### src/hw/rtl/directory_record_parser_defines.svh
// Assertion macros shared by the directory record parser RTL.
// Depends on a clock named clk and a synchronous reset named rst in scope.
`ifndef DIRECTORY_RECORD_PARSER_DEFINES_SVH
`define DIRECTORY_RECORD_PARSER_DEFINES_SVH

// Checked only outside reset.
`define DRP_ASSERT(label, prop, msg) \
  label: assert property (@(posedge clk) disable iff (rst) (prop)) else $error(msg);

// Checked at every edge, reset included.
`define DRP_ASSERT_ALWAYS(label, prop, msg) \
  label: assert property (@(posedge clk) (prop)) else $error(msg);

`endif

### src/hw/rtl/drp_pkg.sv
// Types and constants for the directory record parser.
// No dependencies; used by drp_core, drp_fifo and directory_record_parser.
package drp_pkg;

  localparam int unsigned POS_W            = 17;
  localparam int unsigned BLOCK_BYTES_DFLT = 4096;
  localparam int unsigned QUEUE_DEPTH_DFLT = 4;
  localparam int unsigned HDR_BYTES        = 8;
  localparam int unsigned REC_ALIGN        = 4;
  localparam int unsigned NAME_LIMIT       = 255;
  localparam int unsigned TYPE_LIMIT       = 7;
  localparam int unsigned CFG_INDEX_W      = 1;
  localparam int unsigned CFG_DATA_W       = 32;

  // register indexes
  localparam logic [CFG_INDEX_W-1:0] REG_TYPE_BYTE   = 1'd0;
  localparam logic [CFG_INDEX_W-1:0] REG_INODE_COUNT = 1'd1;

  // result kinds
  localparam logic [1:0] KIND_ENTRY  = 2'd0;
  localparam logic [1:0] KIND_NAME   = 2'd1;
  localparam logic [1:0] KIND_STATUS = 2'd2;

  typedef enum logic [2:0] {
    ERR_NONE      = 3'd0,
    ERR_HDR_CROSS = 3'd1,
    ERR_SHORT     = 3'd2,
    ERR_ALIGN     = 3'd3,
    ERR_OVERRUN   = 3'd4,
    ERR_NAME      = 3'd5,
    ERR_TYPE      = 3'd6,
    ERR_INODE     = 3'd7
  } err_code_t;

  typedef struct packed {
    logic [7:0]       data_byte;
    logic             block_first;
    logic             block_last;
    logic [POS_W-1:0] block_limit;
  } in_word_t;

  typedef struct packed {
    logic [1:0]  result_kind;
    logic [31:0] entry_inode;
    logic [15:0] record_length;
    logic [15:0] name_length;
    logic [7:0]  entry_type;
    logic [15:0] record_offset;
    logic [2:0]  error_code;
    logic        stops_block;
    logic [7:0]  name_byte;
    logic        name_last;
    logic        block_bad;
  } out_word_t;

  // results produced by one accepted byte, in order
  typedef struct packed {
    logic [1:0] count;
    out_word_t  word0;
    out_word_t  word1;
  } push_t;

endpackage

### src/hw/rtl/drp_fifo.sv
// Result queue: takes up to two words per cycle, hands out one while out_ready is high.
// Depends on drp_pkg and directory_record_parser_defines.svh.
`include "directory_record_parser_defines.svh"

module drp_fifo #(
  parameter int unsigned DEPTH = drp_pkg::QUEUE_DEPTH_DFLT
) (
  input  logic              clk,
  input  logic              rst,
  input  drp_pkg::push_t    push,
  output logic              space,
  output logic              out_valid,
  input  logic              out_ready,
  output drp_pkg::out_word_t out_word
);

  localparam int unsigned PTR_W = (DEPTH > 1) ? $clog2(DEPTH) : 1;
  localparam int unsigned CNT_W = $clog2(DEPTH + 1);

  drp_pkg::out_word_t mem [DEPTH];
  logic [PTR_W-1:0]   rd_ptr;
  logic [PTR_W-1:0]   wr_ptr;
  logic [PTR_W-1:0]   wr_ptr1;
  logic [PTR_W-1:0]   wr_ptr_next;
  logic [CNT_W-1:0]   count;
  logic [CNT_W-1:0]   count_next;
  logic               pop;

  function automatic logic [PTR_W-1:0] ptr_inc(input logic [PTR_W-1:0] p);
    return (p == PTR_W'(DEPTH - 1)) ? '0 : p + 1'b1;
  endfunction

  assign pop       = out_valid && out_ready;
  assign out_valid = (count != '0);
  assign out_word  = mem[rd_ptr];
  assign space     = (count <= CNT_W'(DEPTH - 2));
  assign wr_ptr1   = ptr_inc(wr_ptr);

  always_comb begin
    count_next = count + CNT_W'(push.count) - CNT_W'(pop);
    unique case (push.count)
      2'd1:    wr_ptr_next = wr_ptr1;
      2'd2:    wr_ptr_next = ptr_inc(wr_ptr1);
      default: wr_ptr_next = wr_ptr;
    endcase
  end

  always_ff @(posedge clk) begin
    if (rst) begin
      rd_ptr <= '0;
      wr_ptr <= '0;
      count  <= '0;
    end else begin
      wr_ptr <= wr_ptr_next;
      count  <= count_next;
      if (pop) begin
        rd_ptr <= ptr_inc(rd_ptr);
      end
    end
  end

  always_ff @(posedge clk) begin
    if (push.count != 2'd0) begin
      mem[wr_ptr] <= push.word0;
    end
    if (push.count == 2'd2) begin
      mem[wr_ptr1] <= push.word1;
    end
  end

  `DRP_ASSERT(a_count_bound, count <= CNT_W'(DEPTH), "result queue count above depth")
  `DRP_ASSERT(a_push_room, push.count != 2'd0 |-> count <= CNT_W'(DEPTH - 2), "push while full")
  `DRP_ASSERT(a_pop_only, pop && push.count == 2'd0 |=> count == $past(count) - 1'b1, "pop lost")

endmodule

### src/hw/rtl/drp_core.sv
// Per-byte record parser: header capture, checks, name stream, block status.
// Depends on drp_pkg and directory_record_parser_defines.svh.
`include "directory_record_parser_defines.svh"

module drp_core #(
  parameter int unsigned BLOCK_BYTES = drp_pkg::BLOCK_BYTES_DFLT
) (
  input  logic                             clk,
  input  logic                             rst,
  input  logic                             cfg_write,
  input  logic [drp_pkg::CFG_INDEX_W-1:0]  cfg_index,
  input  logic [drp_pkg::CFG_DATA_W-1:0]   cfg_data,
  input  logic                             accept,
  input  drp_pkg::in_word_t                in_word,
  output drp_pkg::push_t                   push
);

  localparam int unsigned POS_W = drp_pkg::POS_W;
  localparam int unsigned SUM_W = POS_W + 1;
  localparam logic [POS_W-1:0] LIM_MAX = POS_W'(BLOCK_BYTES);

  typedef enum logic [1:0] {PH_HEADER, PH_NAME, PH_SKIP, PH_STOPPED} phase_t;

  // state
  logic [POS_W-1:0] pos;
  logic [POS_W-1:0] rec_start;
  logic [7:0][7:0]  hdr;
  phase_t           phase;
  logic [15:0]      names_left;
  logic             any_corrupt;
  logic             type_en;
  logic [31:0]      inode_count;

  logic [POS_W-1:0] pos_next;
  logic [POS_W-1:0] rec_start_next;
  logic [7:0][7:0]  hdr_next;
  phase_t           phase_next;
  logic [15:0]      names_left_next;
  logic             any_corrupt_next;

  // state as seen after a block restart
  logic [POS_W-1:0] pos_b;
  logic [POS_W-1:0] rec_start_b;
  logic [7:0][7:0]  hdr_b;
  phase_t           phase_b;
  logic [15:0]      names_left_b;
  logic             any_corrupt_b;

  logic [POS_W-1:0] lim;
  logic [POS_W-1:0] rel;
  logic [POS_W-1:0] remaining;
  logic [7:0][7:0]  hdr7;
  logic [31:0]      ino;
  logic [15:0]      rl7;
  logic [15:0]      nl7;
  logic [7:0]       ty7;
  drp_pkg::err_code_t err7;
  logic             fatal7;
  logic             report7;
  logic [15:0]      rec_cur;
  logic [15:0]      left_dec;
  drp_pkg::out_word_t word_a;
  drp_pkg::out_word_t word_s;
  logic             have_a;
  logic             have_s;

  // header field decode, valid when rel is 7
  always_comb begin
    hdr7    = hdr_b;
    hdr7[7] = in_word.data_byte;
    ino     = hdr7[3:0];
    rl7     = hdr7[5:4];
    nl7     = type_en ? {8'h00, hdr7[6]} : hdr7[7:6];
    ty7     = type_en ? hdr7[7] : 8'h00;
    fatal7  = 1'b1;
    if (rl7 < 16'(drp_pkg::HDR_BYTES)) begin
      err7 = drp_pkg::ERR_SHORT;
    end else if (rl7[1:0] != 2'b00) begin
      err7 = drp_pkg::ERR_ALIGN;
    end else if (POS_W'(rl7) > remaining) begin
      err7 = drp_pkg::ERR_OVERRUN;
    end else begin
      fatal7 = 1'b0;
      if (nl7 > 16'(drp_pkg::NAME_LIMIT) || nl7 > rl7 - 16'(drp_pkg::HDR_BYTES)) begin
        err7 = drp_pkg::ERR_NAME;
      end else if (ino > inode_count) begin
        err7 = drp_pkg::ERR_INODE;
      end else if (type_en && ty7 > 8'(drp_pkg::TYPE_LIMIT)) begin
        err7 = drp_pkg::ERR_TYPE;
      end else begin
        err7 = drp_pkg::ERR_NONE;
      end
    end
    report7 = (ino != 32'd0) || (err7 != drp_pkg::ERR_NONE);
  end

  always_comb begin
    lim = (in_word.block_limit > LIM_MAX) ? LIM_MAX : in_word.block_limit;

    if (in_word.block_first) begin
      pos_b         = '0;
      rec_start_b   = '0;
      hdr_b         = '0;
      phase_b       = PH_HEADER;
      names_left_b  = '0;
      any_corrupt_b = 1'b0;
    end else begin
      pos_b         = pos;
      rec_start_b   = rec_start;
      hdr_b         = hdr;
      phase_b       = phase;
      names_left_b  = names_left;
      any_corrupt_b = any_corrupt;
    end

    pos_next         = pos_b;
    rec_start_next   = rec_start_b;
    hdr_next         = hdr_b;
    phase_next       = phase_b;
    names_left_next  = names_left_b;
    any_corrupt_next = any_corrupt_b;

    rel       = pos_b - rec_start_b;
    remaining = (lim > rec_start_b) ? lim - rec_start_b : '0;
    rec_cur   = (phase_b == PH_HEADER) ? rl7 : hdr_b[5:4];
    left_dec  = names_left_b - 16'd1;

    word_a = '0;
    word_s = '0;
    have_a = 1'b0;
    have_s = 1'b0;

    if (pos_b < lim && phase_b != PH_STOPPED) begin
      if (phase_b == PH_HEADER) begin
        if (rel == '0 && remaining < POS_W'(drp_pkg::HDR_BYTES)) begin
          // too few bytes left for a header
          have_a               = 1'b1;
          word_a.result_kind   = drp_pkg::KIND_ENTRY;
          word_a.record_offset = rec_start_b[15:0];
          word_a.error_code    = drp_pkg::ERR_HDR_CROSS;
          word_a.stops_block   = 1'b1;
          any_corrupt_next     = 1'b1;
          phase_next           = PH_STOPPED;
          hdr_next             = '0;
        end else if (rel < POS_W'(drp_pkg::HDR_BYTES)) begin
          if (rel == '0) begin
            hdr_next = '0;
          end
          hdr_next[rel[2:0]] = in_word.data_byte;
          if (rel[2:0] == 3'd7) begin
            if (report7) begin
              have_a               = 1'b1;
              word_a.result_kind   = drp_pkg::KIND_ENTRY;
              word_a.entry_inode   = ino;
              word_a.record_length = rl7;
              word_a.name_length   = nl7;
              word_a.entry_type    = ty7;
              word_a.record_offset = rec_start_b[15:0];
              word_a.error_code    = err7;
              word_a.stops_block   = fatal7;
            end
            if (err7 != drp_pkg::ERR_NONE) begin
              any_corrupt_next = 1'b1;
            end
            if (fatal7) begin
              phase_next = PH_STOPPED;
            end else begin
              names_left_next = (report7 && err7 != drp_pkg::ERR_NAME) ? nl7 : 16'd0;
              phase_next      = (names_left_next != 16'd0) ? PH_NAME : PH_SKIP;
            end
          end
        end
      end else if (phase_b == PH_NAME) begin
        have_a               = 1'b1;
        word_a.result_kind   = drp_pkg::KIND_NAME;
        word_a.record_offset = rec_start_b[15:0];
        word_a.name_byte     = in_word.data_byte;
        word_a.name_last     = (left_dec == 16'd0);
        names_left_next      = left_dec;
        if (left_dec == 16'd0) begin
          phase_next = PH_SKIP;
        end
      end

      // end of record: next byte starts a header
      if ((phase_next == PH_NAME || phase_next == PH_SKIP) &&
          ({1'b0, pos_b} + SUM_W'(1)) >= ({1'b0, rec_start_b} + SUM_W'(rec_cur))) begin
        rec_start_next  = pos_b + 1'b1;
        names_left_next = '0;
        phase_next      = PH_HEADER;
      end
    end

    pos_next = (pos_b == '1) ? pos_b : pos_b + 1'b1;

    if (in_word.block_last) begin
      have_s             = 1'b1;
      word_s.result_kind = drp_pkg::KIND_STATUS;
      word_s.block_bad   = any_corrupt_next;
      phase_next         = PH_STOPPED;
    end

    push.count = accept ? {have_a && have_s, have_a ^ have_s} : 2'd0;
    push.word0 = have_a ? word_a : word_s;
    push.word1 = word_s;
  end

  always_ff @(posedge clk) begin
    if (rst) begin
      pos         <= '0;
      rec_start   <= '0;
      hdr         <= '0;
      phase       <= PH_HEADER;
      names_left  <= '0;
      any_corrupt <= 1'b0;
      type_en     <= 1'b1;
      inode_count <= '0;
    end else begin
      if (cfg_write) begin
        unique case (cfg_index)
          drp_pkg::REG_TYPE_BYTE:   type_en     <= cfg_data[0];
          drp_pkg::REG_INODE_COUNT: inode_count <= cfg_data[31:0];
          default:                  type_en     <= type_en;
        endcase
      end
      if (accept) begin
        pos         <= pos_next;
        rec_start   <= rec_start_next;
        hdr         <= hdr_next;
        phase       <= phase_next;
        names_left  <= names_left_next;
        any_corrupt <= any_corrupt_next;
      end
    end
  end

  `DRP_ASSERT(a_last_stops, accept && in_word.block_last |=> phase == PH_STOPPED, "not stopped")
  `DRP_ASSERT(a_name_left, (phase == PH_NAME) |-> (names_left != 16'd0), "empty name phase")
  `DRP_ASSERT_ALWAYS(a_idle_push, !accept |-> push.count == 2'd0, "push while idle")

endmodule

### src/hw/rtl/directory_record_parser.sv
// Top level of the directory record parser: parse core plus result queue.
// Depends on drp_pkg, drp_core and drp_fifo.
//
//   channel | direction | handshake               | payload
//   cfg     | in        | cfg_write               | cfg_index, cfg_data
//   in      | in        | in_valid / in_ready     | in_word  (drp_pkg::in_word_t)
//   out     | out       | out_valid / out_ready   | out_word (drp_pkg::out_word_t)
//
// One input byte is taken per cycle while in_ready is high; its header, name or
// status words are formed in the same cycle and written into a QUEUE_DEPTH-word
// result queue. A byte that yields two words (a header or name byte plus the
// block status) hands them out one at a time through the single output port.
// in_ready is high while the queue has room for two words, so back-pressure
// on out_ready reaches the input once fewer than two entries are free.
// Reset is synchronous and clears parse state and the queue; there is no
// clearing pass.
module directory_record_parser #(
  parameter int unsigned BLOCK_BYTES = drp_pkg::BLOCK_BYTES_DFLT,
  parameter int unsigned QUEUE_DEPTH = drp_pkg::QUEUE_DEPTH_DFLT
) (
  input  logic                            clk,
  input  logic                            rst,
  input  logic                            cfg_write,
  input  logic [drp_pkg::CFG_INDEX_W-1:0] cfg_index,
  input  logic [drp_pkg::CFG_DATA_W-1:0]  cfg_data,
  input  logic                            in_valid,
  output logic                            in_ready,
  input  drp_pkg::in_word_t               in_word,
  output logic                            out_valid,
  input  logic                            out_ready,
  output drp_pkg::out_word_t              out_word
);

  drp_pkg::push_t push;
  logic           accept;

  assign accept = in_valid && in_ready;

  drp_core #(
    .BLOCK_BYTES(BLOCK_BYTES)
  ) u_core (
    .clk       (clk),
    .rst       (rst),
    .cfg_write (cfg_write),
    .cfg_index (cfg_index),
    .cfg_data  (cfg_data),
    .accept    (accept),
    .in_word   (in_word),
    .push      (push)
  );

  drp_fifo #(
    .DEPTH(QUEUE_DEPTH)
  ) u_fifo (
    .clk       (clk),
    .rst       (rst),
    .push      (push),
    .space     (in_ready),
    .out_valid (out_valid),
    .out_ready (out_ready),
    .out_word  (out_word)
  );

endmodule
### config.mk
export PLATFORM = sky130hd
export DESIGN_NAME = directory_record_parser
export DESIGN_NICKNAME = d
export VERILOG_FILES = /design/src/hw/rtl/drp_pkg.sv /design/src/hw/rtl/drp_fifo.sv /design/src/hw/rtl/drp_core.sv /design/src/hw/rtl/directory_record_parser.sv
export VERILOG_INCLUDE_DIRS = /design/src /design/src/hw/rtl
export SDC_FILE = /design/constraint.sdc
export NUM_CORES = 2
export LEC_CHECK = 0
export BUFFER_PORTS_ARGS = -buffer_cell sky130_fd_sc_hd__buf_2
export CORE_MARGIN = 4
export CORE_UTILIZATION = 25
export DETAILED_ROUTE_END_ITERATION = 10
export MAX_ROUTING_LAYER = met4
export PLACE_DENSITY = 0.38
export REMOVE_ABC_BUFFERS = 1
export SYNTH_ARGS = -nofsm -noshare
export SYNTH_HDL_FRONTEND = slang
export SYNTH_SLANG_ARGS = --single-unit
### constraint.sdc
create_clock -name clk -period 9.07 [get_ports clk]
set_input_delay 0.907 -clock clk [delete_from_list [all_inputs] [get_ports clk]]
set_output_delay 0.907 -clock clk [all_outputs]
set_load 0.005 [all_outputs]
==> out/qor.tcl <==
set qor(initialDrtViolationCount) 1608
set qor(holdBufCountCts) 0
set qor(yosys_warnings) 0
set qor(grt_pass1_wl_um) 162000
set qor(clkLatencyLatePin_ns) 0.64
set qor(antenna_violating_nets_post_route) 0
set qor(yosys.area.top_type_share_pct) 38.9
set qor(synth_flop_cell) {sky130_fd_sc_hd__dfxtp_1}
set qor(die_width_um) 347
set qor(fin_crit_ns) 8.35
set qor(setup_viol_count_final) 0
set qor(grt_max_degree) 69
set qor(clock-root-buffer) {sky130_fd_sc_hd__clkbuf_16}
set qor(final_layout_size_suffix_gt1_share_pct) 14.5
set qor(gr-max-usage-layer) {met2}
set qor(flow.area_growth_from_synthesis_pct) 18.1
set qor(finalClockSkew_ns) 0.0411
set qor(cts_tree) {yes}
set qor(leakage_power_nw) 13.6
set qor(core_area_um2) 114000
set qor(seq_area_frac_synth_pct) 39.7
set qor(setup.worst_path.class) {in2reg}
set qor(critical_path.endpoint_type) {flip-flop}
set qor(postCtsResizedCells) 0
set qor(synth.avg_cell_area_um2) 8.58
set qor(sequential_cell_area_um2) 11400
set qor(timing.critical_path.slowest_stage_cell) {sky130_fd_sc_hd__buf_4}
set qor(critical_path.startpoint_type) {primary input}
set qor(final.fill_count) 12300
set qor(finalNetCount) 3729
set qor(asyncSetResetFlopFracSynth_pct) 0
set qor(die-area_um2) 121000
set qor(grt.total_usage_pct) 18.0
set qor(hold_class) {reg2reg}
set qor(largest_area_contributor_in_the_netlist) {sky130_fd_sc_hd__dfxtp_1}
set qor(finalInstanceArea_um2) 34000
set qor(max_clock_freq_mhz) 120
set qor(synth_cell_type_count) 90
set qor(hold_depth) 2
set qor(number_of_rows_created_at_floorplan) 124
set qor(number_of_antenna_violations_at_the_first_check_in_global_routing) 1
set qor(total_global_routing_overflow) 0
set qor(placement.cell_area_um2) 31500
set qor(met2_usage_pct) 29.8
set qor(starting_density_of_the_core_pct) 25.1
set qor(synth.ff_latch_count) 567
set qor(max_transition_viols_final) 0
set qor(detail_route.wl_per_cell_um) 21.3
set qor(fin_worst_hold_slack_ns) 0.443
set qor(first_pass_iters) 5
set qor(postLayoutCoreUtil_pct) 29.7
set qor(power_density_nw_per_um2) 219
set qor(worst_slew_pin_slew_ns) 1.19
set qor(weighted_congestion_at_the_end_of_routability_driven_global_placement) 0.839
set qor(met3_usage_pct) 1.94
set qor(slew-limit-headroom_pct) 19.9
set qor(drt-vias-per-instance) 4.93
set qor(synth_enable_flop_cells) 8
set qor(cp_data_required_time_ns) 9.54
set qor(i_o_pins) 171
set qor(ctsHtreeMaxLevel) 3
set qor(die_h_um) 347
set qor(timing.final.hold_violations) 0
set qor(most_used_cells_in_the_layout_excluding_fill_and_tap_cells) {sky130_fd_sc_hd__nand2_1 (657), sky130_fd_sc_hd__dfxtp_1 (557), sky130_fd_sc_hd__o21ai_0 (409)}
set qor(clk_pin_slew_ns) 0.06
set qor(multi_input_area_um2) 16000
set qor(layout_commonest_cell) {sky130_fd_sc_hd__nand2_1}
set qor(first_global_vias) 24900
set qor(port_buffers) 170
set qor(worstPathArrival_ns) 8.82
set qor(syn-cell-area_um2) 28800
set qor(dr_total_vias) 24900
set qor(outcome) {complete, no violations}
set qor(worst_path_maximum_fanout) 68
set qor(clock_sinks) 567
set qor(post_synth_main_area_contributors) {sky130_fd_sc_hd__dfxtp_1 (39%), sky130_fd_sc_hd__nand2_1 (8.6%), sky130_fd_sc_hd__mux4_2 (8.1%)}
set qor(met1_grt_util_pct) 23.3
set qor(cp_slowest_stage_delay_ns) 0.69
set qor(hpwlAfterDp_um) 75200
set qor(fin_crit_sh_pct) 92.0
set qor(clock_tree_buffer_depth) 3
set qor(totalWireLength_um) 108000
set qor(maxCapViolations) 0
set qor(cts_setup_buffers) 0
set qor(tritoncts.num_buffers) 71
set qor(rr_worst_depth) 33
set qor(rsz0062_at_grt) {false}
set qor(worst_ir_drop_vdd_uv) 122
set qor(syn-instance-count) 3353
set qor(route.detailed.drc) 0
kinds of logic after synthesis:
group | Yosys count | synth area share [%]
adders and majority gates | 173 | 7.63
AOI/OAI and AO/OA | 936 | 19.9
DFF | 567 | 39.7
muxes | 112 | 8.43
other | 2 | 0.0261
and+or+nand+nor | 1122 | 17.3
xor gates and xnor gates | 68 | 2.07
buffers and inverters | 373 | 4.97
cells in the mapped netlist, types with 7 or more instances:
| cell | instances |
|---|---|
| sky130_fd_sc_hd__and2_1 | 12 |
| sky130_fd_sc_hd__a221oi_1 | 7 |
| sky130_fd_sc_hd__o41ai_1 | 7 |
| sky130_fd_sc_hd__a211oi_1 | 24 |
| sky130_fd_sc_hd__a21oi_1 | 147 |
| sky130_fd_sc_hd__or4_1 | 8 |
| sky130_fd_sc_hd__nor2_1 | 160 |
| sky130_fd_sc_hd__inv_1 | 178 |
| sky130_fd_sc_hd__clkbuf_1 | 158 |
| sky130_fd_sc_hd__a31o_2 | 8 |
| sky130_fd_sc_hd__dfxtp_1 | 559 |
| sky130_fd_sc_hd__mux4_2 | 104 |
| sky130_fd_sc_hd__a32oi_1 | 10 |
| sky130_fd_sc_hd__ha_1 | 169 |
| sky130_fd_sc_hd__o211ai_1 | 14 |
| sky130_fd_sc_hd__o21a_1 | 14 |
| sky130_fd_sc_hd__buf_1 | 29 |
| sky130_fd_sc_hd__edfxtp_1 | 8 |
| sky130_fd_sc_hd__a21o_1 | 39 |
| sky130_fd_sc_hd__nor2b_1 | 44 |
| sky130_fd_sc_hd__a22oi_1 | 54 |
| sky130_fd_sc_hd__or3_1 | 22 |
| sky130_fd_sc_hd__a32o_1 | 7 |
| sky130_fd_sc_hd__o22ai_1 | 13 |
| sky130_fd_sc_hd__nand4_1 | 18 |
| sky130_fd_sc_hd__o21ai_0 | 409 |
| sky130_fd_sc_hd__a22o_1 | 53 |
| sky130_fd_sc_hd__o21bai_1 | 10 |
| sky130_fd_sc_hd__o21ai_1 | 50 |
| sky130_fd_sc_hd__nand2b_1 | 22 |
| sky130_fd_sc_hd__nand2_1 | 662 |
| sky130_fd_sc_hd__nor4_1 | 25 |
| sky130_fd_sc_hd__and3_1 | 15 |
| sky130_fd_sc_hd__o31ai_1 | 13 |
| sky130_fd_sc_hd__nor3_1 | 37 |
| sky130_fd_sc_hd__xnor2_1 | 42 |
| sky130_fd_sc_hd__xor2_1 | 26 |
| sky130_fd_sc_hd__nand3_1 | 65 |
power by group:
group	internal [mW]	leakage (nW)	switching, mW	total [mW]
sequential	2.60	4.59	0.0976	2.69
combinational	0.587	7.87	1.23	1.82
clock	1.78	1.19	1.15	2.93
worst paths after layout:
kind,startpoint,end,slack [ns]
hold reg to reg,u_fifo.mem[1][83]$_SDFFE_PP0P_,u_fifo.mem[1][83]$_SDFFE_PP0P_,0.44
setup / recovery,in_word[16],u_fifo.mem[2][75]$_SDFFE_PP0P_,0.72
hold / removal,u_fifo.mem[1][83]$_SDFFE_PP0P_,u_fifo.mem[1][83]$_SDFFE_PP0P_,0.44
setup reg to reg,u_core.rec_start[0]$_SDFFE_PP0P_,u_fifo.mem[2][75]$_SDFFE_PP0P_,1.44
layer usage:
| metal | up-vias | share of wire [%] | wire, um |
|---|---|---|---|
| li1 | 12200 | - | - |
| met1 | 12200 | 46 | 49600 |
| met2 | 467 | 48 | 51900 |
| met3 | 115 | 3.6 | 3870 |
| met4 | 0 | 2.4 | 2550 |
| met5 | - | 0 | 0 |
registers in the layout, indices dropped and copies added, names as in the netlist, named ones only:
register / cells
u_fifo.mem: 416
u_core.rec_start: 17
u_core.names_left: 16
u_core.inode_count: 32
u_core.hdr: 56
u_core.pos: 17
u_core.type_en: 1
u_fifo.wr_ptr: 2
u_core.any_corrupt: 1
u_core.phase: 2
u_fifo.rd_ptr: 2
u_fifo.count: 3
metrics by stage:
step | TNS, ns | setup WS [ns] | total power [mW] | std cells
2_1_floorplan | -1097.47 | -3.00 | 3.81 | 3165
3_3_place_gp | 0 | 0.226 | 4.59 | 4930
3_5_place_dp | 0 | 0.178 | 4.58 | 4930
4_1_cts | 0 | 0.840 | 7.55 | 5058
5_1_grt | 0 | 0.0286 | 7.81 | 5058
6_report | 0 | 0.724 | 7.44 | 5059
area by class of cell:
type | count | share of cell area [%]
diodes | 1 | 0.00737
clock buffers | 108 | 6.33
clock inverters | 20 | 0.774
inverters | 179 | 1.98
multi-input cells | 2419 | 47.1
flip-flops and latches | 567 | 33.7
well taps | 1512 | 5.57
repair buffers | 253 | 4.61
critical path: cells and delay by family:
kind | cells | cell delay [ns]
compound gates | 14 | 2.98
xor+xnor | 1 | 0.19
fa+ha+maj | 4 | 1.03
simple gates | 9 | 2.06
buf+inv | 7 | 1.56
Power figures use the tool's default switching activity.
